`config.mk`:
```
export PLATFORM = sky130hd
export DESIGN_NAME = rpa_ctrl
export DESIGN_NICKNAME = d
export VERILOG_FILES = /design/src/design/rpa_pkg.sv /design/src/design/rpa_ctrl.sv
export SDC_FILE = /design/constraint.sdc
export NUM_CORES = 1
export LEC_CHECK = 0
export ABC_AREA = 1
export BUFFER_PORTS_ARGS = -buffer_cell sky130_fd_sc_hd__buf_2
export CORE_AREA = 4 4 41 43
export CTS_BUF_LIST = sky130_fd_sc_hd__clkbuf_4 sky130_fd_sc_hd__clkbuf_8 sky130_fd_sc_hd__clkbuf_16
export DETAILED_ROUTE_END_ITERATION = 10
export DIE_AREA = 0 0 45 47
export PLACE_DENSITY = 0.37
export SYNTH_ARGS = -nofsm -noshare
export SYNTH_HDL_FRONTEND = slang
export SYNTH_SLANG_ARGS = --single-unit
```
`constraint.sdc`:
```
create_clock -name clk -period 1.5 [get_ports clk]
set_clock_uncertainty 0.1 [all_clocks]
set_input_delay 0.225 -clock clk [delete_from_list [all_inputs] [get_ports clk]]
set_output_delay 0.225 -clock clk [all_outputs]
set_load 0.03 [all_outputs]
```
`src/design/rpa_pkg.sv`:
```
// ----------------------------------------------------------------------------
// rpa_pkg
// Shared types and codes of the reference-counted page allocator.
// ----------------------------------------------------------------------------
package rpa_pkg;

    // action codes
    localparam logic [1:0] ACT_ALLOC  = 2'd0;
    localparam logic [1:0] ACT_FREE   = 2'd1;
    localparam logic [1:0] ACT_ADDREF = 2'd2;
    localparam logic [1:0] ACT_NONE   = 2'd3;

    // status codes
    localparam logic [2:0] ST_ALLOC    = 3'd0;
    localparam logic [2:0] ST_OOM      = 3'd1;
    localparam logic [2:0] ST_RELEASED = 3'd2;
    localparam logic [2:0] ST_DECR     = 3'd3;
    localparam logic [2:0] ST_BAD      = 3'd4;
    localparam logic [2:0] ST_ADDED    = 3'd5;
    localparam logic [2:0] ST_OVERFLOW = 3'd6;

    // configuration register indexes
    localparam logic [1:0] CFG_REGION_BASE  = 2'd0;
    localparam logic [1:0] CFG_FIRST_USABLE = 2'd1;
    localparam logic [1:0] CFG_REGION_END   = 2'd2;

    localparam logic [31:0] RST_REGION_BASE  = 32'h8000_0000;
    localparam logic [31:0] RST_FIRST_USABLE = 32'h8000_0000;
    localparam logic [31:0] RST_REGION_END   = 32'h8800_0000;

    typedef struct packed {
        logic [1:0]  action;
        logic [31:0] page_addr;
    } rpa_cmd_t;

    typedef struct packed {
        logic [2:0]  status;
        logic [31:0] result_addr;
        logic [7:0]  count_after;
    } rpa_rsp_t;

    typedef enum logic [1:0] {
        S_CLEAR,
        S_IDLE,
        S_LOOKUP,
        S_COMMIT
    } rpa_state_t;

    typedef struct packed {
        logic clear;
        logic latch;
        logic lookup;
        logic commit;
    } rpa_ctl_t;

    typedef struct packed {
        logic clear_done;
    } rpa_stat_t;

endpackage

```
`src/design/rpa_ctrl.sv`:
```
// ----------------------------------------------------------------------------
// rpa_ctrl
// Sequencer: count table clear after reset, then latch / lookup / commit.
// ----------------------------------------------------------------------------
module rpa_ctrl (
    input  logic              clk,
    input  logic              rst_n,
    input  logic              start,
    output logic              busy,
    output logic              done,
    output rpa_pkg::rpa_ctl_t ctl,
    input  rpa_pkg::rpa_stat_t stat
);
    import rpa_pkg::*;

    rpa_state_t state_reg, state_next;
    logic       done_reg, done_next;

    always_ff @(posedge clk or negedge rst_n)
    begin
        if (!rst_n)
        begin
            state_reg <= S_CLEAR;
            done_reg  <= 1'b0;
        end
        else
        begin
            state_reg <= state_next;
            done_reg  <= done_next;
        end
    end

    always_comb
    begin
        state_next = state_reg;
        done_next  = 1'b0;
        ctl        = '0;
        unique case (state_reg)
            S_CLEAR:
            begin
                ctl.clear = 1'b1;
                if (stat.clear_done)
                begin
                    state_next = S_IDLE;
                end
            end
            S_IDLE:
            begin
                if (start)
                begin
                    ctl.latch  = 1'b1;
                    state_next = S_LOOKUP;
                end
            end
            S_LOOKUP:
            begin
                ctl.lookup = 1'b1;
                state_next = S_COMMIT;
            end
            S_COMMIT:
            begin
                ctl.commit = 1'b1;
                done_next  = 1'b1;
                state_next = S_IDLE;
            end
            default:
            begin
                state_next = S_CLEAR;
            end
        endcase
    end

    assign busy = (state_reg != S_IDLE);
    assign done = done_reg;

endmodule

```
==> flow_metrics.tcl, run 1 <==
set metrics [dict create \
    syn_nets 32 \
    clockPowerShare_pct 18.9 \
    num-nets-final 47 \
    ir_drop_uv 1108 \
    netlist_instances 24 \
    avgSynthCellArea_um2 8.289 \
    antenna_found_initial 0 \
    status "complete, no violations" \
    dpl.hpwl_um 344.8 \
    grt_pass1_wl_um 779 \
    worst-path-max-fanout 3 \
    final_core_util_pct 25.19 \
    synth_top_cell_by_area "dfrtp_1" \
    final_cell_mix "nand2_1, buf_2, inv_1" \
    largest_reg_flops 2 \
    synthTopCellsByArea "dfrtp_1, ha_1, nand2_1" \
    max_freq_mhz 692.1 \
    hold_class "input pin to asynchronous set/reset pin" \
    grt_overflow 0 \
    multiInputGateArea_um2 106.4 \
    crit_slowest_cell "dfrtp_1" \
    wl_um 472 \
    worst_pin_slew_ns 0.1587 \
    finalSetupViolations 0 \
    finalHoldViolCount 0 \
    synth-seq-area-share_pct 37.74 \
    cp_top_family "flip-flops" \
    post_synth_instance_area_um2 198.9 \
    rsz0062_at_grt "no" \
    row_count 13 \
    vias 181 \
    clockBufferDepth 2 \
    p_seq_share_pct 19.6 \
    swShare_pct 47.45 \
    drt_first_iter_violations 4 \
    wl_per_cell_um 8.906 \
    ant_nets 0 \
    synth.ff_latch_count 3 \
    crit_arrival_ns 1.12 \
    fillers 152 \
    clk_pin_slew_ns 0.04 \
    ys_warn_count 0 \
    cts_tree "yes" \
    n_antenna_cell 0 \
    vias_per_cell 3.415 \
    cts_sinks 3 \
    p_leak_nw 0.1967 \
    clock_latency_ns 0.23 \
    dieHeight_um 47 \
    finalCriticalPeriod_ns 1.445 \
    h-tree-depth 1 \
    cp_data_required_time_ns 1.17 \
    cts_made_buffers 3 \
    drt_pass1_iterations 4 \
    critPathMaxStageDelay_ns 0.39 \
    cp-end-kind "output pin" \
    layout_commonest_cell "nand2_1" \
    slew_viol_final 0 \
    ff_latch_area_um2 76.32 \
    route.detailed.drc 0 \
    grt_max_degree 5 \
    p_total_w 0.0008250 \
    grt_pass1_vias 203 \
    die_w_um 45 \
    slew_headroom_pct 89.49 \
    cap_violations 0 \
    fin_crit_sh_pct 96.32 \
    synthToLayoutAreaGrowth_pct 64.78 \
    critPathKind "flip-flop to output pin" \
    path_buf_inv 2 \
    root_buffer "clkbuf_4" \
    holdWs_ns 0.2225 \
    p_comb_share_pct 61.5 \
    initial_core_util_pct 15.29 \
    ys_types 7 \
    core_um2 1301 \
    crit_chain "buf_4, ha_1, buf_6" \
    p_sw_w 0.0003915 \
    portBuffers 9 \
    powerDensity_nw_per_um2 2517 \
    power.internal_w 0.0004335 \
    grt_use_total_pct 5.622 \
    post-synth-top-area-fraction_pct 37.74 \
    globalplace.congestion 0.6859 \
    drive_gt1_share_pct 50.00 \
    setup_tns_ns 0 \
    io_pins 10 \
    cp-start-kind "flip-flop" \
    dieArea_um2 2115 \
]
## cell usage after synthesis, drive strengths merged
cell type	instances
buf	1
dfrtp	3
ha	4
inv	6
nand2	9
nand3	1
## repair_timing
item | 4_1_cts | 5_1_grt
hold endpoints to repair | 3 | 0
buffers inserted | 1 | 0
endpoints found under the setup margin | 2 | 3
resized for setup | 2 | 8
hold buffers | 1 | 0
## cells by family after synthesis
kind of cell / Yosys count / share of synthesized area, %
simple gates: 10 / 22.01
fa+ha+maj: 4 / 25.16
buf+inv: 7 / 15.09
flops: 3 / 37.73
## final timing paths
path / start / end / slack [ns] / cells past startpoint
min in group clk: stat / state_reg[0]$_DFFE_PN0P_ / 0.25 / 5
min: rst_n / state_reg[0]$_DFFE_PN0P_ / 0.22 / 2
max: state_reg[1]$_DFFE_PN0P_ / ctl[0] / 0.06 / 3
min reg2reg: state_reg[0]$_DFFE_PN0P_ / state_reg[0]$_DFFE_PN0P_ / 0.45 / 2
max reg2reg: state_reg[0]$_DFFE_PN0P_ / state_reg[0]$_DFFE_PN0P_ / 0.31 / 6
max in group asynchronous: rst_n / state_reg[0]$_DFFE_PN0P_ / 0.96 / 2
## per-layer routing
| metal | up-vias | part of all wire (%) | track usage (%) |
|---|---|---|---|
| li1 | 95 | - | - |
| met1 | 74 | 41 | 6.178 |
| met2 | 12 | 42 | 7.062 |
| met3 | 0 | 17 | 2.682 |
| met4 | 0 | 0 | 7.018 |
| met5 | - | 0 | 0 |
## cell type report
| class | count | share of cell area [%] |
|---|---|---|
| clock buffer | 4 | 9.160 |
| multi-input combinational | 14 | 32.44 |
| sequential | 3 | 23.28 |
| inverter | 6 | 6.870 |
| tap | 15 | 5.725 |
| timing repair buffer | 11 | 22.52 |
## power groups by stage
| stage | registers (W) | logic [W] | clock network (W) |
|---|---|---|---|
| 3_5_place_dp | 0.000157 | 0.000417 | 0 |
| 3_3_place_gp | 0.000155 | 0.000405 | 0 |
| 6_report | 0.000162 | 0.000508 | 0.000156 |
| 5_1_grt | 0.000166 | 0.000557 | 0.000165 |
| 2_1_floorplan | 0.000172 | 0.000317 | 0 |
| 4_1_cts | 0.000149 | 0.000463 | 0.000164 |
## stage by stage
stage                     instance area, µm²  std cells  setup WS (ns)
after floorplan                        198.9         24         0.2059
after global placement                 255.2         47         0.2142
after detailed placement               255.2         47         0.1891
after CTS                              307.8         53        0.02190
after global routing                   327.8         53       0.001624
final                                  327.8         53        0.05522
Note: power is estimated with default switching activity, not from simulation.
==> run 2: changes to the inputs <==
- ABC_AREA: 1 -> 0
==> run 2 against run 1 <==
  * Non-clock buffer count did not move
  * Worst hold slack worse by 0.0083 ns
  * Register-to-register slack worse by 0.24 ns
  * Largest power group unchanged
  * Synthesized cell count decreased by 25%
  * Sequential power decreased by 7%
==> flow_metrics.tcl, run 2 <==
set metrics [dict create \
    final_core_util_pct 25.38 \
    cp-end-kind "output pin" \
    finalCriticalPeriod_ns 1.446 \
    slew_headroom_pct 90.27 \
    synth_top_cell_by_area "dfrtp_1" \
    worst_pin_slew_ns 0.1445 \
    p_comb_share_pct 60.5 \
    drt_pass1_iterations 2 \
    io_pins 10 \
    synthToLayoutAreaGrowth_pct 66.04 \
    clock_latency_ns 0.23 \
    cap_violations 0 \
    cts_tree "yes" \
    post-place-ws_ns 0.07490 \
    layout_commonest_cell "buf_2" \
    crit_chain "buf_4, ha_1, buf_2" \
    stdcell_count 47 \
    row_count 13 \
    ant_nets 0 \
    synthXorXnorAreaFrac_pct 0 \
    final_cell_mix "buf_2, clkbuf_4" \
    grt_pass1_vias 172 \
    h-tree-depth 1 \
    multiInputGateArea_um2 118.9 \
    path_buf_inv 2 \
    clockBufferDepth 2 \
    r2r_setup_slack_ns 0.07 \
    worst-path-max-fanout 3 \
    finalSetupViolations 0 \
    p_seq_share_pct 19.2 \
    grt_max_degree 5 \
    fin_crit_sh_pct 96.40 \
    cts_made_buffers 3 \
    final.setup.worst_slack_ns 0.05404 \
    async_flop_share_pct 100.0 \
    cp-start-kind "flip-flop" \
    num-nets-final 41 \
    place_inst 42 \
    cp_top_family "flip-flops" \
    drive_gt1_share_pct 71.88 \
    synthTopCellsByArea "dfrtp_1, ha_1, inv_1" \
    initial_core_util_pct 15.29 \
    rsz0062_at_grt "yes" \
    synthTopCellsByCount "ha_1, inv_1, dfrtp_1" \
    p_sw_w 0.0003509 \
    antenna_found_initial 0 \
    hold_class "input pin to asynchronous set/reset pin" \
    post_synth_instance_area_um2 198.9 \
    swShare_pct 44.41 \
    rr_endpoint "state_reg[1]$_DFFE_PN0P_" \
    ys_types 9 \
    grt_pass1_wl_um 717 \
    synthAdderAreaFrac_pct 25.16 \
    ys_warn_count 0 \
    fillers 149 \
    synth_edf_count 0 \
    netlist_instances 18 \
    r2r-start "state_reg[0]$_DFFE_PN0P_" \
    clk_pin_slew_ns 0.04 \
    drt_first_iter_violations 4 \
    ff_latch_area_um2 76.32 \
    n_antenna_cell 0 \
    vias 165 \
    yosys.area_share.simple_pct 8.805 \
    ir_drop_uv 799.0 \
    syn_nets 26 \
    p_total_w 0.0007902 \
    grt_overflow 0 \
    crit_slowest_cell "dfrtp_1" \
    critPathKind "flip-flop to output pin" \
    crit_arrival_ns 1.12 \
    post-synth-top-area-fraction_pct 37.74 \
    root_buffer "clkbuf_4" \
    die_w_um 45 \
    powerDensity_nw_per_um2 2392 \
    cts_sinks 3 \
    dieArea_um2 2115 \
    clockPowerShare_pct 20.4 \
    critPathMaxStageDelay_ns 0.38 \
    reg2reg_depth 5 \
    cp_data_required_time_ns 1.17 \
    wl_um 428 \
    core_um2 1301 \
    globalplace.congestion 0.5982 \
    finish.instance_area_um2 330.3 \
    route.detailed.drc 0 \
    wl_per_cell_um 9.106 \
    ys.flop_type "dfrtp_1" \
    synth_top_family_by_area "adder cells" \
    grt_use_total_pct 5.608 \
    finalHoldViolCount 0 \
    yosys-mux-area-fraction_pct 7.547 \
    max_freq_mhz 691.6 \
    slew_viol_final 0 \
    p_leak_nw 0.1706 \
    synth-seq-area-share_pct 37.74 \
    vias_per_cell 3.511 \
    portBuffers 9 \
    cts_setup_buffers 0 \
    avgSynthCellArea_um2 11.05 \
    power.internal_w 0.0004393 \
    crit_start "state_reg[1]$_DFFE_PN0P_" \
    synth.ff_latch_count 3 \
    synth-compound-area-share_pct 9.434 \
    largest_reg_flops 2 \
    status "complete, no violations" \
    post_dp_cell_area_um2 267.8 \
    dieHeight_um 47 \
]
-- run 2: how the worst max path moves through the flow --
stage / cells past startpoint / slack [ns] / endpoint
floorplan: 5 / 0.03 / state_reg[1]$_DFFE_PN0P_
global placement: 5 / 0.1 / state_reg[1]$_DFFE_PN0P_
detailed placement: 5 / 0.07 / state_reg[1]$_DFFE_PN0P_
CTS: 5 / 0.008 / ctl[2]
global route: 3 / -0.008 / ctl[0]
finish: 3 / 0.05 / ctl[0]
-- run 2: cell type report --
type	count	share of cell area, %
Clock buffer	4	9.091
Inverter	4	4.545
Multi-Input combinational cell	10	35.98
Sequential cell	3	23.11
Tap cell	15	5.682
Timing Repair Buffer	11	21.59
-- run 2: power groups by stage --
stage | clock network [W] | registers, W | logic [W]
global placement | 0 | 0.000142 | 0.000445
floorplan | 0 | 0.000172 | 0.000313
finish | 0.000161 | 0.000151 | 0.000478
detailed placement | 0 | 0.000145 | 0.000435
CTS | 0.000170 | 0.000149 | 0.000471
global route | 0.000179 | 0.000160 | 0.000525
-- run 2: routing by layer --
layer | global-route usage [%] | share of wire [%] | vias up
met5 | 0 | 0 | -
met4 | 1.754 | 0.93 | 0
met3 | 7.663 | 21 | 2
met2 | 6.215 | 33 | 14
met1 | 5.909 | 44 | 68
li1 | - | - | 81
-- run 2: logic make-up (layout without fill, tap and decap cells) --
family / Yosys count / in the layout
adders and majority gates: 4 / 4
and+or+nand+nor: 2 / 2
DFF: 3 / 3
muxes: 1 / 1
AOI/OAI and AO/OA: 3 / 3
buffers and inverters: 5 / 19
-- run 2: timing repair --
item,CTS,global route
hold buffers,1,0
endpoints found under the setup margin,2,5
pin swaps,0,0
hold endpoints to repair,3,0
cloned,0,0
gates resized for setup,4,5
-- run 2: stage by stage --
| step | hold WS (ns) | setup TNS [ns] |
|---|---|---|
| 2_1_floorplan | -0.1706 | 0 |
| 3_3_place_gp | -0.07468 | 0 |
| 3_5_place_dp | -0.07275 | 0 |
| 4_1_cts | 0.2036 | 0 |
| 5_1_grt | 0.2117 | -0.007875 |
| 6_report | 0.2141 | 0 |
==> run 3: changes to the inputs <==
- GPL_TIMING_DRIVEN: default -> 0
- SETUP_SLACK_MARGIN: default -> 0.2
==> run 3 against run 2 <==
  * First-iteration DRC count fell by 75%
  * Core utilization is 4.7 points higher
  * Sequential share of layout area decreased by 3.3 points
  * Critical path depth increased by 2
  * Die area unchanged
  * Design area increased by 19%
  * Critical path type unchanged
  * Maximum frequency is 1.5% lower
  * Via count grew 9.7%
  * Combinational power up 26%
==> flow_metrics.tcl, run 3 (synthesis results as in run 2) <==
set metrics [dict create \
    status "complete, no violations" \
    finalSetupViolations 0 \
    wl_um 481 \
    row_count 13 \
    finalCriticalPeriod_ns 1.468 \
    final_core_util_pct 30.10 \
    ant_nets 0 \
    num-nets-final 43 \
    n_antenna_cell 0 \
    cts_tree "yes" \
    hold_class "input pin to flip-flop" \
    ir_drop_uv 828.9 \
    root_buffer "clkbuf_4" \
    cp_top_family "flip-flops" \
    grt_max_degree 5 \
    layout_commonest_cell "buf_2" \
    cp_data_required_time_ns 1.17 \
    rr_endpoint "state_reg[1]$_DFFE_PN0P_" \
    slew_viol_final 0 \
    crit_chain "inv_4, ha_4, inv_4, nor2_4, buf_6" \
    grt_pass1_wl_um 821 \
    vias_per_cell 3.694 \
    fillers 144 \
    wl_per_cell_um 9.816 \
    stdcell_count 49 \
    grt_use_total_pct 6.166 \
    h-tree-depth 1 \
    clk_pin_slew_ns 0.04 \
    r2r_setup_slack_ns 0.04 \
    synthToLayoutAreaGrowth_pct 96.86 \
    dieHeight_um 47 \
    hold_end "state_reg[0]$_DFFE_PN0P_" \
    min_path_cells 3 \
    p_leak_nw 0.1833 \
    crit_top_cell "inv_4" \
    cp-start-kind "flip-flop" \
    ff_latch_area_um2 77.57 \
    worst-path-max-fanout 3 \
    cap_violations 0 \
    vias 181 \
    critPathKind "flip-flop to output pin" \
    cts_sinks 3 \
    p_total_w 0.0009391 \
    drt_pass1_iterations 2 \
    finalHoldViolCount 0 \
    cp-end-kind "output pin" \
    grt_overflow 0 \
    cts_made_buffers 3 \
    dpl.hpwl_um 321 \
    final_cell_mix "buf_2, buf_4, clkbuf_4" \
    path_buf_inv 3 \
    route.detailed.drc 0 \
    initial_core_util_pct 15.29 \
    clockBufferDepth 2 \
    clock_latency_ns 0.23 \
    max_freq_mhz 681.1 \
    drt_first_iter_violations 1 \
    core_um2 1301 \
    hp-start "stat" \
    crit_arrival_ns 1.14 \
    grt_pass1_vias 207 \
    r2r-start "state_reg[0]$_DFFE_PN0P_" \
    globalplace.congestion 0.6523 \
    fin_crit_sh_pct 97.88 \
    die_w_um 45 \
    io_pins 10 \
    rsz0062_at_grt "yes" \
    slew_headroom_pct 89.73 \
    portBuffers 9 \
    multiInputGateArea_um2 146.4 \
    place_inst 42 \
    largest_reg_flops 2 \
    critPathMaxStageDelay_ns 0.44 \
    drive_gt1_share_pct 82.35 \
    reg2reg_depth 4 \
    powerDensity_nw_per_um2 2398 \
    crit_slowest_cell "dfrtp_2" \
    worst_pin_slew_ns 0.1524 \
    antenna_found_initial 0 \
    dieArea_um2 2115 \
]
[run 3: cell types whose count changed in the layout (fill, tap and decap cells not counted), sizes merged]
cell,previous run,this run
buf,10,12
[run 3: worst max-delay path by stage]
stage                             startpoint                       end  slack, ns  depth (start not counted)
detailed placement  state_reg[1]$_DFFE_PN0P_  state_reg[1]$_DFFE_PN0P_       0.08                          5
global placement    state_reg[1]$_DFFE_PN0P_  state_reg[1]$_DFFE_PN0P_       0.11                          5
finish              state_reg[1]$_DFFE_PN0P_                    ctl[2]       0.03                          5
floorplan           state_reg[1]$_DFFE_PN0P_  state_reg[1]$_DFFE_PN0P_       0.11                          5
CTS                 state_reg[0]$_DFFE_PN0P_                    ctl[0]       0.01                          3
global route        state_reg[1]$_DFFE_PN0P_                    ctl[2]      -0.01                          5
[run 3: final cells by class]
class                   instances  share of cell area (%)
plain buffers                   1                   1.917
clock buffers                   4                   7.668
inverters                       4                   5.112
multi-input cells              10                   37.38
flip-flops and latches          3                   19.81
well taps                      15                   4.792
repair buffers                 12                   23.32
[run 3: routing by layer]
metal | track usage (%) | vias to the layer above | wire length, µm
met5 | 0 | - | 0
met4 | 7.018 | 0 | 6
met3 | 3.831 | 2 | 51
met2 | 8.757 | 7 | 234
met1 | 5.695 | 86 | 189
li1 | - | 86 | -
[run 3: report_power, final]
part / internal, W / leakage (nW) / switching [W]
clock network: 0.000118 / 0.0184 / 0.0000415
registers: 0.000126 / 0.0326 / 0.0000538
logic: 0.000289 / 0.132 / 0.000312
total: 0.000532 / 0.183 / 0.000407
[run 3: repair_timing]
| item | in CTS | in global routing |
|---|---|---|
| endpoints found under the setup margin | 6 | 6 |
| pin swaps | 3 | 0 |
| hold buffers | 1 | 0 |
| gates resized for setup | 12 | 3 |
| endpoints found under the hold margin | 3 | 0 |
| setup buffers | 2 | 0 |
[run 3: stage by stage]
step | hold slack, ns | worst slack (ns) | instance area (µm²) | TNS, ns
after floorplan | -0.1706 | 0.1128 | 219.0 | 0
after global placement | -0.07966 | 0.1065 | 282.8 | 0
after detailed placement | -0.07507 | 0.08162 | 282.8 | 0
after CTS | 0.2121 | 0.01054 | 377.9 | 0
after global routing | 0.2255 | -0.01302 | 391.6 | -0.02640
final | 0.2246 | 0.03174 | 391.6 | 0
[run 3: worst min-delay path, cell delays in order]
cell and delay [ns]:
buf_2 0.10, nor2b_4 0.04, o21ai_0 0.15
